--- src/hw/rtl/clx_pkg.sv ---
// Shared types, constants and helper functions for the C-subset lexer.
// No dependencies; imported by clx_core, clx_fifo and c_subset_lexer_top.
`timescale 1ns / 1ps
`default_nettype none

package clx_pkg;

    localparam int CHAR_W  = 8;
    localparam int POS_W   = 16;
    localparam int KIND_W  = 3;
    localparam int KWIDX_W = 4;

    // Keyword matching looks at the first KW_BYTES bytes of an identifier.
    localparam int KW_BYTES = 6;
    localparam int KW_COUNT = 10;

    // Result queue
    localparam int OQ_DEPTH = 4;
    localparam int OQ_PTR_W = $clog2(OQ_DEPTH);
    localparam int OQ_CNT_W = $clog2(OQ_DEPTH + 1);

    localparam logic [POS_W-1:0] POS_MAX = '1;
    localparam logic [CHAR_W-1:0] CHAR_NL = 8'h0A;
    localparam logic [CHAR_W-1:0] CHAR_NUL = 8'h00;

    typedef enum logic [KIND_W-1:0] {
        KIND_KEYWORD  = 3'd0,
        KIND_IDENT    = 3'd1,
        KIND_NUMBER   = 3'd2,
        KIND_OPERATOR = 3'd3,
        KIND_DELIM    = 3'd4,
        KIND_END      = 3'd5,
        KIND_UNKNOWN  = 3'd6
    } token_kind_t;

    typedef struct packed {
        token_kind_t          kind;
        logic [POS_W-1:0]     line;
        logic [POS_W-1:0]     column;
        logic [POS_W-1:0]     length;
        logic [KWIDX_W-1:0]   kw_index;
        logic [CHAR_W-1:0]    single_char;
        logic                 last;
    } token_t;

    // Up to two tokens per input byte, in emit order.
    typedef struct packed {
        logic [1:0] count;
        token_t     first;
        token_t     second;
    } push_t;

    typedef logic [KW_BYTES-1:0][CHAR_W-1:0] kw_buf_t;

    typedef struct packed {
        logic               hit;
        logic [KWIDX_W-1:0] idx;
    } kw_hit_t;

    localparam logic [CHAR_W-1:0] KW_CHARS [KW_COUNT][KW_BYTES] = '{
        '{"i", "f", 8'h00, 8'h00, 8'h00, 8'h00},
        '{"e", "l", "s", "e", 8'h00, 8'h00},
        '{"w", "h", "i", "l", "e", 8'h00},
        '{"f", "o", "r", 8'h00, 8'h00, 8'h00},
        '{"d", "o", 8'h00, 8'h00, 8'h00, 8'h00},
        '{"r", "e", "t", "u", "r", "n"},
        '{"i", "n", "t", 8'h00, 8'h00, 8'h00},
        '{"f", "l", "o", "a", "t", 8'h00},
        '{"v", "o", "i", "d", 8'h00, 8'h00},
        '{"c", "h", "a", "r", 8'h00, 8'h00}
    };

    localparam logic [2:0] KW_LEN [KW_COUNT] = '{
        3'd2, 3'd4, 3'd5, 3'd3, 3'd2, 3'd6, 3'd3, 3'd5, 3'd4, 3'd4
    };

    function automatic logic is_letter(input logic [CHAR_W-1:0] c);
        return (c inside {["a":"z"], ["A":"Z"], "_"});
    endfunction

    function automatic logic is_digit(input logic [CHAR_W-1:0] c);
        return (c inside {["0":"9"]});
    endfunction

    function automatic logic is_space(input logic [CHAR_W-1:0] c);
        return (c inside {" ", [8'd9:8'd13]});
    endfunction

    function automatic logic is_operator(input logic [CHAR_W-1:0] c);
        return (c inside {"+", "-", "*", "/", "=", "<", ">"});
    endfunction

    function automatic logic is_delim(input logic [CHAR_W-1:0] c);
        return (c inside {"(", ")", "{", "}", ";", ","});
    endfunction

    function automatic logic [POS_W-1:0] sat_inc(input logic [POS_W-1:0] v);
        return (v == POS_MAX) ? v : v + 16'd1;
    endfunction

    // Buffer bytes past the identifier length are zero, so a full-width
    // compare plus a length check identifies the keyword. Lowest index wins.
    function automatic kw_hit_t kw_lookup(input kw_buf_t b, input logic [POS_W-1:0] n);
        kw_hit_t r;
        logic    eq;
        r = '0;
        for (int k = KW_COUNT - 1; k >= 0; k--) begin
            eq = (n == POS_W'(KW_LEN[k]));
            for (int j = 0; j < KW_BYTES; j++) begin
                if (b[j] != KW_CHARS[k][j]) begin
                    eq = 1'b0;
                end
            end
            if (eq) begin
                r.hit = 1'b1;
                r.idx = KWIDX_W'(k);
            end
        end
        return r;
    endfunction

endpackage : clx_pkg

`default_nettype wire

--- src/hw/rtl/clx_core.sv ---
// Lexer state and token generation: one source byte in, up to two tokens out.
// Depends on clx_pkg.
`timescale 1ns / 1ps
`default_nettype none

module clx_core (
    input  wire logic                       aclk,
    input  wire logic                       aresetn,
    input  wire logic                       item_valid,
    input  wire logic [clx_pkg::CHAR_W-1:0] char_byte,
    input  wire logic                       end_flag,
    output clx_pkg::push_t                  push
);
    import clx_pkg::*;

    typedef enum logic [2:0] {
        MODE_IDLE   = 3'b001,
        MODE_IDENT  = 3'b010,
        MODE_NUMBER = 3'b100
    } scan_mode_t;

    scan_mode_t       mode_reg, mode_next;
    logic [POS_W-1:0] line_reg, line_next;
    logic [POS_W-1:0] col_reg, col_next;
    logic [POS_W-1:0] start_col_reg, start_col_next;
    logic [POS_W-1:0] count_reg, count_next;
    kw_buf_t          buf_reg, buf_next;
    logic             finished_reg, finished_next;

    logic     end_item;
    logic     pend_valid;
    kw_hit_t  kw;
    token_t   pend_tok, end_tok, char_tok;
    logic     emit_char;

    assign end_item = end_flag || (char_byte == CHAR_NUL);
    assign kw       = kw_lookup(buf_reg, count_reg);

    always_comb begin
        pend_tok             = '0;
        pend_tok.line        = line_reg;
        pend_tok.column      = start_col_reg;
        pend_tok.length      = count_reg;
        case (mode_reg)
            MODE_IDENT: begin
                pend_valid        = 1'b1;
                pend_tok.kind     = kw.hit ? KIND_KEYWORD : KIND_IDENT;
                pend_tok.kw_index = kw.hit ? kw.idx : '0;
            end
            MODE_NUMBER: begin
                pend_valid    = 1'b1;
                pend_tok.kind = KIND_NUMBER;
            end
            default: begin
                pend_valid    = 1'b0;
                pend_tok.kind = KIND_IDENT;
            end
        endcase

        end_tok        = '0;
        end_tok.kind   = KIND_END;
        end_tok.line   = line_reg;
        end_tok.column = col_reg;

        char_tok             = '0;
        char_tok.line        = line_reg;
        char_tok.column      = col_reg;
        char_tok.length      = 16'd1;
        char_tok.single_char = char_byte;
        if (is_operator(char_byte)) begin
            char_tok.kind = KIND_OPERATOR;
        end else if (is_delim(char_byte)) begin
            char_tok.kind = KIND_DELIM;
        end else begin
            char_tok.kind = KIND_UNKNOWN;
        end
    end

    always_comb begin
        mode_next      = mode_reg;
        line_next      = line_reg;
        col_next       = col_reg;
        start_col_next = start_col_reg;
        count_next     = count_reg;
        buf_next       = buf_reg;
        finished_next  = finished_reg;
        push           = '0;
        emit_char      = 1'b0;

        if (finished_reg) begin
            push.count = 2'd1;
            push.first = end_tok;
        end else if (end_item) begin
            finished_next = 1'b1;
            mode_next     = MODE_IDLE;
            if (pend_valid) begin
                push.count  = 2'd2;
                push.first  = pend_tok;
                push.second = end_tok;
            end else begin
                push.count = 2'd1;
                push.first = end_tok;
            end
        end else if ((mode_reg == MODE_IDENT && (is_letter(char_byte) || is_digit(char_byte)))
                  || (mode_reg == MODE_NUMBER && is_digit(char_byte))) begin
            for (int i = 0; i < KW_BYTES; i++) begin
                if (count_reg == POS_W'(i)) begin
                    buf_next[i] = char_byte;
                end
            end
            count_next = sat_inc(count_reg);
        end else begin
            mode_next = MODE_IDLE;
            if (is_space(char_byte)) begin
                emit_char = 1'b0;
            end else if (is_letter(char_byte) || is_digit(char_byte)) begin
                mode_next      = is_letter(char_byte) ? MODE_IDENT : MODE_NUMBER;
                start_col_next = col_reg;
                count_next     = 16'd1;
                buf_next       = '0;
                buf_next[0]    = char_byte;
            end else begin
                emit_char = 1'b1;
            end

            if (pend_valid && emit_char) begin
                push.count  = 2'd2;
                push.first  = pend_tok;
                push.second = char_tok;
            end else if (pend_valid) begin
                push.count = 2'd1;
                push.first = pend_tok;
            end else if (emit_char) begin
                push.count = 2'd1;
                push.first = char_tok;
            end
        end

        // Position advances for each non-end-marker byte until end of text
        if (!finished_reg && !end_item) begin
            if (char_byte == CHAR_NL) begin
                line_next = sat_inc(line_reg);
                col_next  = 16'd1;
            end else begin
                col_next = sat_inc(col_reg);
            end
        end

        if (push.count == 2'd2) begin
            push.second.last = 1'b1;
        end else begin
            push.first.last = 1'b1;
        end
    end

    always_ff @(posedge aclk) begin
        if (!aresetn) begin
            mode_reg      <= MODE_IDLE;
            line_reg      <= 16'd1;
            col_reg       <= 16'd1;
            start_col_reg <= '0;
            count_reg     <= '0;
            buf_reg       <= '0;
            finished_reg  <= 1'b0;
        end else if (item_valid) begin
            mode_reg      <= mode_next;
            line_reg      <= line_next;
            col_reg       <= col_next;
            start_col_reg <= start_col_next;
            count_reg     <= count_next;
            buf_reg       <= buf_next;
            finished_reg  <= finished_next;
        end
    end

endmodule : clx_core

`default_nettype wire

--- src/hw/rtl/clx_fifo.sv ---
// Result queue: takes zero, one or two tokens per cycle, hands out one when out_ready is high.
// Depends on clx_pkg.
`timescale 1ns / 1ps
`default_nettype none

module clx_fifo (
    input  wire logic    aclk,
    input  wire logic    aresetn,
    input  wire logic    push_en,
    input  wire clx_pkg::push_t push,
    output logic         room2,
    output logic         out_valid,
    input  wire logic    out_ready,
    output clx_pkg::token_t out_token
);
    import clx_pkg::*;

    token_t               mem_reg [OQ_DEPTH];
    logic [OQ_PTR_W-1:0]  wr_ptr_reg, wr_ptr_next;
    logic [OQ_PTR_W-1:0]  rd_ptr_reg, rd_ptr_next;
    logic [OQ_CNT_W-1:0]  cnt_reg, cnt_next;
    logic [1:0]           n_push;
    logic                 pop;
    logic [OQ_PTR_W-1:0]  wr_ptr_p1;

    assign room2     = (cnt_reg <= OQ_CNT_W'(OQ_DEPTH - 2));
    assign out_valid = (cnt_reg != '0);
    assign out_token = mem_reg[rd_ptr_reg];
    assign pop       = out_valid && out_ready;
    assign n_push    = push_en ? push.count : 2'd0;
    assign wr_ptr_p1 = wr_ptr_reg + 1'b1;

    always_comb begin
        wr_ptr_next = wr_ptr_reg + OQ_PTR_W'(n_push);
        rd_ptr_next = pop ? rd_ptr_reg + 1'b1 : rd_ptr_reg;
        cnt_next    = cnt_reg + OQ_CNT_W'(n_push) - OQ_CNT_W'(pop);
    end

    always_ff @(posedge aclk) begin
        if (n_push != 2'd0) begin
            mem_reg[wr_ptr_reg] <= push.first;
        end
        if (n_push == 2'd2) begin
            mem_reg[wr_ptr_p1] <= push.second;
        end
    end

    always_ff @(posedge aclk) begin
        if (!aresetn) begin
            wr_ptr_reg <= '0;
            rd_ptr_reg <= '0;
            cnt_reg    <= '0;
        end else begin
            wr_ptr_reg <= wr_ptr_next;
            rd_ptr_reg <= rd_ptr_next;
            cnt_reg    <= cnt_next;
        end
    end

endmodule : clx_fifo

`default_nettype wire

--- src/hw/rtl/c_subset_lexer_top.sv ---
// Top level of the C-subset lexer: input register, lexer core, result queue.
// Depends on clx_pkg, clx_core and clx_fifo.
//
//  channel  | direction | payload
//  ---------+-----------+----------------------------------------------------
//  s_axis   | in        | one source byte, tlast = end of text
//  m_axis   | out       | one token, tuser = kind, tlast = last token of byte
//
// One byte per cycle is accepted unless stalled; it enters the input register
// and, once taken, the core updates line/column/token state and writes zero,
// one or two tokens into a four-entry result queue. The input stalls only
// when the queue has room for fewer than two tokens; the output drains one
// token per cycle with m_axis_tready high. Reset returns to line 1, column 1 with no pending token.
`timescale 1ns / 1ps
`default_nettype none

module c_subset_lexer_top (
    input  wire logic        aclk,
    input  wire logic        aresetn,
    input  wire logic        s_axis_tvalid,
    output logic             s_axis_tready,
    input  wire logic [7:0]  s_axis_tdata,   // [7:0] char_byte
    input  wire logic        s_axis_tlast,   // end-of-text flag
    output logic             m_axis_tvalid,
    input  wire logic        m_axis_tready,
    output logic [63:0]      m_axis_tdata,   // [15:0] token_line, [31:16] token_column,
                                             // [47:32] token_length, [51:48] keyword_index,
                                             // [59:52] single_char, [63:60] zero
    output logic [2:0]       m_axis_tuser,   // token_kind
    output logic             m_axis_tlast    // last_result
);
    import clx_pkg::*;

    logic              in_valid_reg;
    logic [CHAR_W-1:0] in_char_reg;
    logic              in_end_reg;
    logic              room2;
    logic              consume;
    push_t             push;
    token_t            out_token;

    assign consume       = in_valid_reg && room2;
    assign s_axis_tready = !in_valid_reg || consume;

    always_ff @(posedge aclk) begin
        if (!aresetn) begin
            in_valid_reg <= 1'b0;
        end else if (s_axis_tready) begin
            in_valid_reg <= s_axis_tvalid;
        end
    end

    always_ff @(posedge aclk) begin
        if (s_axis_tready && s_axis_tvalid) begin
            in_char_reg <= s_axis_tdata;
            in_end_reg  <= s_axis_tlast;
        end
    end

    clx_core u_core (
        .aclk       (aclk),
        .aresetn    (aresetn),
        .item_valid (consume),
        .char_byte  (in_char_reg),
        .end_flag   (in_end_reg),
        .push       (push)
    );

    clx_fifo u_fifo (
        .aclk      (aclk),
        .aresetn   (aresetn),
        .push_en   (consume),
        .push      (push),
        .room2     (room2),
        .out_valid (m_axis_tvalid),
        .out_ready (m_axis_tready),
        .out_token (out_token)
    );

    assign m_axis_tdata = {4'b0000, out_token.single_char, out_token.kw_index,
                           out_token.length, out_token.column, out_token.line};
    assign m_axis_tuser = out_token.kind;
    assign m_axis_tlast = out_token.last;

endmodule : c_subset_lexer_top

`default_nettype wire
--- config.mk ---
export PLATFORM = sky130hd
export DESIGN_NAME = c_subset_lexer_top
export DESIGN_NICKNAME = d
export VERILOG_FILES = /design/src/hw/rtl/clx_pkg.sv /design/src/hw/rtl/clx_core.sv /design/src/hw/rtl/clx_fifo.sv /design/src/hw/rtl/c_subset_lexer_top.sv
export SDC_FILE = /design/constraint.sdc
export NUM_CORES = 1
export LEC_CHECK = 0
export ABC_AREA = 1
export CAP_MARGIN = 0
export CORE_MARGIN = 2
export CORE_UTILIZATION = 26
export CTS_CLUSTER_SIZE = 28
export DETAILED_ROUTE_END_ITERATION = 12
export DONT_BUFFER_PORTS = 1
export PLACE_DENSITY = 0.42
export RECOVER_POWER = 25
export SLEW_MARGIN = 40
export SYNTH_ARGS = -nofsm -noshare
export SYNTH_HDL_FRONTEND = slang
export SYNTH_SLANG_ARGS = --single-unit
--- constraint.sdc ---
create_clock -name aclk -period 8.93 [get_ports aclk]
set_input_delay 1.3395 -clock aclk [delete_from_list [all_inputs] [get_ports aclk]]
set_output_delay 1.3395 -clock aclk [all_outputs]
set_load 0.05 [all_outputs]
==> flow_summary.rst <==
.. list-table::
   :header-rows: 1

   * - Metric
     - Value
   * - Hold buffer count at cts
     - 0
   * - Number of distinct standard cells referenced by the synthesized netlist
     - 48
   * - Setup repair after global routing missed its margin
     - no
   * - Clock tree from TritonCTS
     - done
   * - Pwr dens
     - ~240 nW/µm²
   * - Maximum vdd ir drop
     - between 0.15 and 0.2 mV
   * - Run status
     - finished with violations
   * - Area grow syn2layout
     - 14.25%
   * - Global-route wire length before repair
     - approximately 110 mm
   * - Die outline area
     - a little under 80000 µm²
   * - Min-Delay Path Class
     - reg2reg
   * - Register share of total power
     - 0.367
   * - Relative max-transition margin
     - -1.050
   * - Flip-flop count of the largest register after layout
     - roughly 260
   * - Number of violations of the max-capacitance limit
     - 7
   * - Part of the total power dissipated in combinational logic
     - 0.274
   * - Buffers inserted during post-CTS setup optimization
     - 0
   * - CTS resizes
     - 0
   * - Average via count per standard cell
     - slightly above 5
   * - Largest fanout of any net on the critical path
     - 63
   * - Ports placed on the boundary
     - a little over 80
   * - Row Count
     - a little over 100
   * - Finish-stage setup viols
     - 0
   * - Cell area after synthesis
     - approximately 20000 µm²
   * - Share of final-layout standard cells stronger than drive strength 1
     - 0.08294
   * - Tot Pwr
     - 5.438 mW
   * - Reported net switching power
     - around 2.0 mW
   * - CTS root buffer
     - clkbuf_16
   * - Y dimension of the die
     - between 200 and 300 µm
   * - Cell area after layout
     - 22630 µm²
   * - Avg Cell Area, Syn
     - 7.714 µm²
   * - Initial cell density of the core
     - 0.2617
   * - Placed cell area
     - roughly 21000 µm²
   * - Seq/Total Area, Yosys
     - 0.4906
   * - Yosys top cell area share
     - 0.2865
   * - # nets final
     - approximately 2600
   * - Synthesized instance count
     - roughly 2600
   * - Pin count of the biggest net entering global routing
     - 76
   * - Final worst clock skew
     - roughly 0.034 ns
   * - Count of placed standard cells in the final layout, fillers left out
     - roughly 3500
   * - Hold WS
     - around 0.44 ns
   * - Peak clock frequency supported by timing
     - between 0.15 and 0.2 GHz
   * - WP data arrival
     - roughly 4.5 ns
   * - Die X-Extent
     - 280.0 µm
   * - Leading register cell type out of synthesis
     - dfxtp_1
   * - Input/output buffers
     - 0
   * - Detailed Route Iter0 Violations
     - roughly 1400
   * - Global route overflow
     - 0
   * - Worst Path Required
     - 7.59 ns
   * - Most common cell in the netlist
     - nand2_1
   * - Commonest cells post-synth
     - nand2_1 (551), nor2_1 (331), nand3_1 (258)
   * - DRC violations left
     - 0
   * - Global placer's final weighted congestion
     - roughly 0.86
   * - Maximum clock path buffer count
     - 3
   * - TritonCTS Buffers
     - 48
   * - Pleak
     - 8.680 nW
   * - Fill cell total of the finished layout
     - around 8100
   * - Portion of total power attributed to the clock network
     - 0.358
   * - Top area cells in the synthesized netlist
     - edfxtp_1 (29%), dfxtp_1 (20%), nand2_1 (10%)
   * - Count of antenna-violating nets left after detailed routing
     - 0
   * - Total placed cells including tap cells
     - around 3500
   * - Worst reg2reg setup slack
     - about 3.5 ns
   * - Cell taking the most area after synthesis
     - edfxtp_1
   * - Post-detailed-placement half-perimeter wirelength
     - between 40 and 50 mm
   * - First drt pass iteration count
     - 5
   * - Count of flip-flops with a built-in enable after synthesis
     - ~190
   * - Kind of critical path
     - reg2out
   * - Vias in the first global route
     - approximately 17000
   * - Routed WL per cell
     - approximately 20 µm
   * - Area inside the core boundary
     - roughly 76000 µm²
   * - Crit start category
     - flip-flop
   * - Total of warnings raised by yosys
     - 0
   * - Sw Ratio
     - 0.3744
   * - Proportion of synthesized flip-flops having asynchronous set or reset
     - 0
   * - Critical path capture point type
     - output port
   * - Total via count in the routed design
     - ~18000
   * - Final count of hold timing violations
     - 0
   * - Number of max-slew violations in the final report
     - between 200 and 300
   * - Initial antenna violation count
     - 3
   * - Slew at the pin with the worst max-slew slack
     - 3.075 ns
   * - Register clock-pin slew on the reported worst setup and hold paths
     - 0.06 ns
   * - Setup TNS
     - 0 ns
   * - Register bit total from synthesis
     - 391
   * - Cell-internal power
     - 3.402 mW
   * - H-tree levels
     - 2
   * - Number of sinks handled by clock tree synthesis
     - just under 400
   * - Final wirelength
     - slightly above 70 mm
   * - Clock insertion delay at the later pin of the skew report
     - a little over 0.6 ns
   * - Violations in the final reports
     - max-capacitance violations, max-slew violations
   * - Time the worst path needs with I/O delays and setup
     - 5.813 ns
   * - Fin crit share
     - 0.6510
   * - Overall routing resource usage
     - 0.1786
==> critical path, stage by stage (launching register included) <==
cell      delay [ns]
dfxtp_4         0.40
clkbuf_1        2.12
o21ai_0         0.59
o22ai_2         0.70
==> metal layers <==
| metal | track usage | part of all wire | vias to the layer above |
|---|---|---|---|
| met5 | 0 | 0 | - |
| met4 | 0.03812 | 0.016 | 0 |
| met3 | 0.02490 | 0.056 | 83 |
| met2 | 0.2845 | 0.45 | 545 |
| met1 | 0.2563 | 0.48 | 8704 |
| li1 | - | - | 8747 |
==> cell usage in the layout, fill, tap and decap left out, types with 10 or more instances in the layout <==
master / synthesis / layout
clkbuf_16: 0 / 50
o22ai_2: 0 / 25
o21ai_0: 241 / 243
buf_4: 11 / 58
dfxtp_1: 202 / 200
nor3_2: 2 / 10
o22ai_1: 156 / 131
nand3_1: 258 / 257
a21oi_1: 134 / 133
clkbuf_1: 87 / 17
nand4_1: 37 / 37
nor3_1: 43 / 35
clkinv_1: 5 / 11
nor2_1: 331 / 330
nand2_1: 551 / 553
edfxtp_1: 189 / 189
ha_1: 11 / 11
inv_1: 155 / 155
==> final timing paths <==
kind | from | endpoint | cells after the start
worst max-delay path | flip-flop | m_axis_tdata[10] | 3
worst min-delay path | u_core.buf_reg[47] | u_core.buf_reg[47] | 2
worst max register to register | in_char_reg[5] | u_fifo.mem_reg[2][29] | 14
worst min register to register | u_core.buf_reg[47] | u_core.buf_reg[47] | 2
==> stage by stage <==
| step | worst slack (ns) | util |
|---|---|---|
| after detailed placement | 3.681 | 0.2794 |
| final | 3.117 | 0.2990 |
| after global placement | 3.828 | 0.2765 |
| after CTS | 3.645 | 0.3001 |
| after global routing | 2.894 | 0.2989 |
| after floorplan | 5.077 | - |
==> layout make-up <==
type	instances	area [µm²]	area share
flip-flops and latches	391	9724	0.4297
multi-input cells	1854	9004	0.3978
clock buffers	60	1309	0.05783
well taps	978	1224	0.05407
inverters	170	643.1	0.02842
repair buffers	67	469.2	0.02073
clock inverters	26	255.2	0.01128
diodes	2	5.005	0.0002211
==> kinds of logic (layout without fill, tap and decap cells) <==
group | count (synthesis) | after routing | synth area share
and+or+nand+nor | 1261 | 1261 | 0.2720
AOI/OAI and AO/OA | 564 | 564 | 0.1564
DFF | 391 | 391 | 0.4906
buffers and inverters | 326 | 323 | 0.06701
xor gates and xnor gates | 13 | 13 | 0.005748
adders and majority gates | 12 | 12 | 0.007958
other | 1 | 6 | 0.0001893
==> power by group through the flow <==
stage	sequential, mW	combinational (mW)	clock (mW)
floorplan	2.02	1.03	0
global placement	2.03	1.47	0
detailed placement	2.04	1.51	0
CTS	2.00	1.51	1.99
global route	2.00	1.59	2.07
finish	2.00	1.49	1.95
No activity file was read; power rests on OpenSTA's default activity.
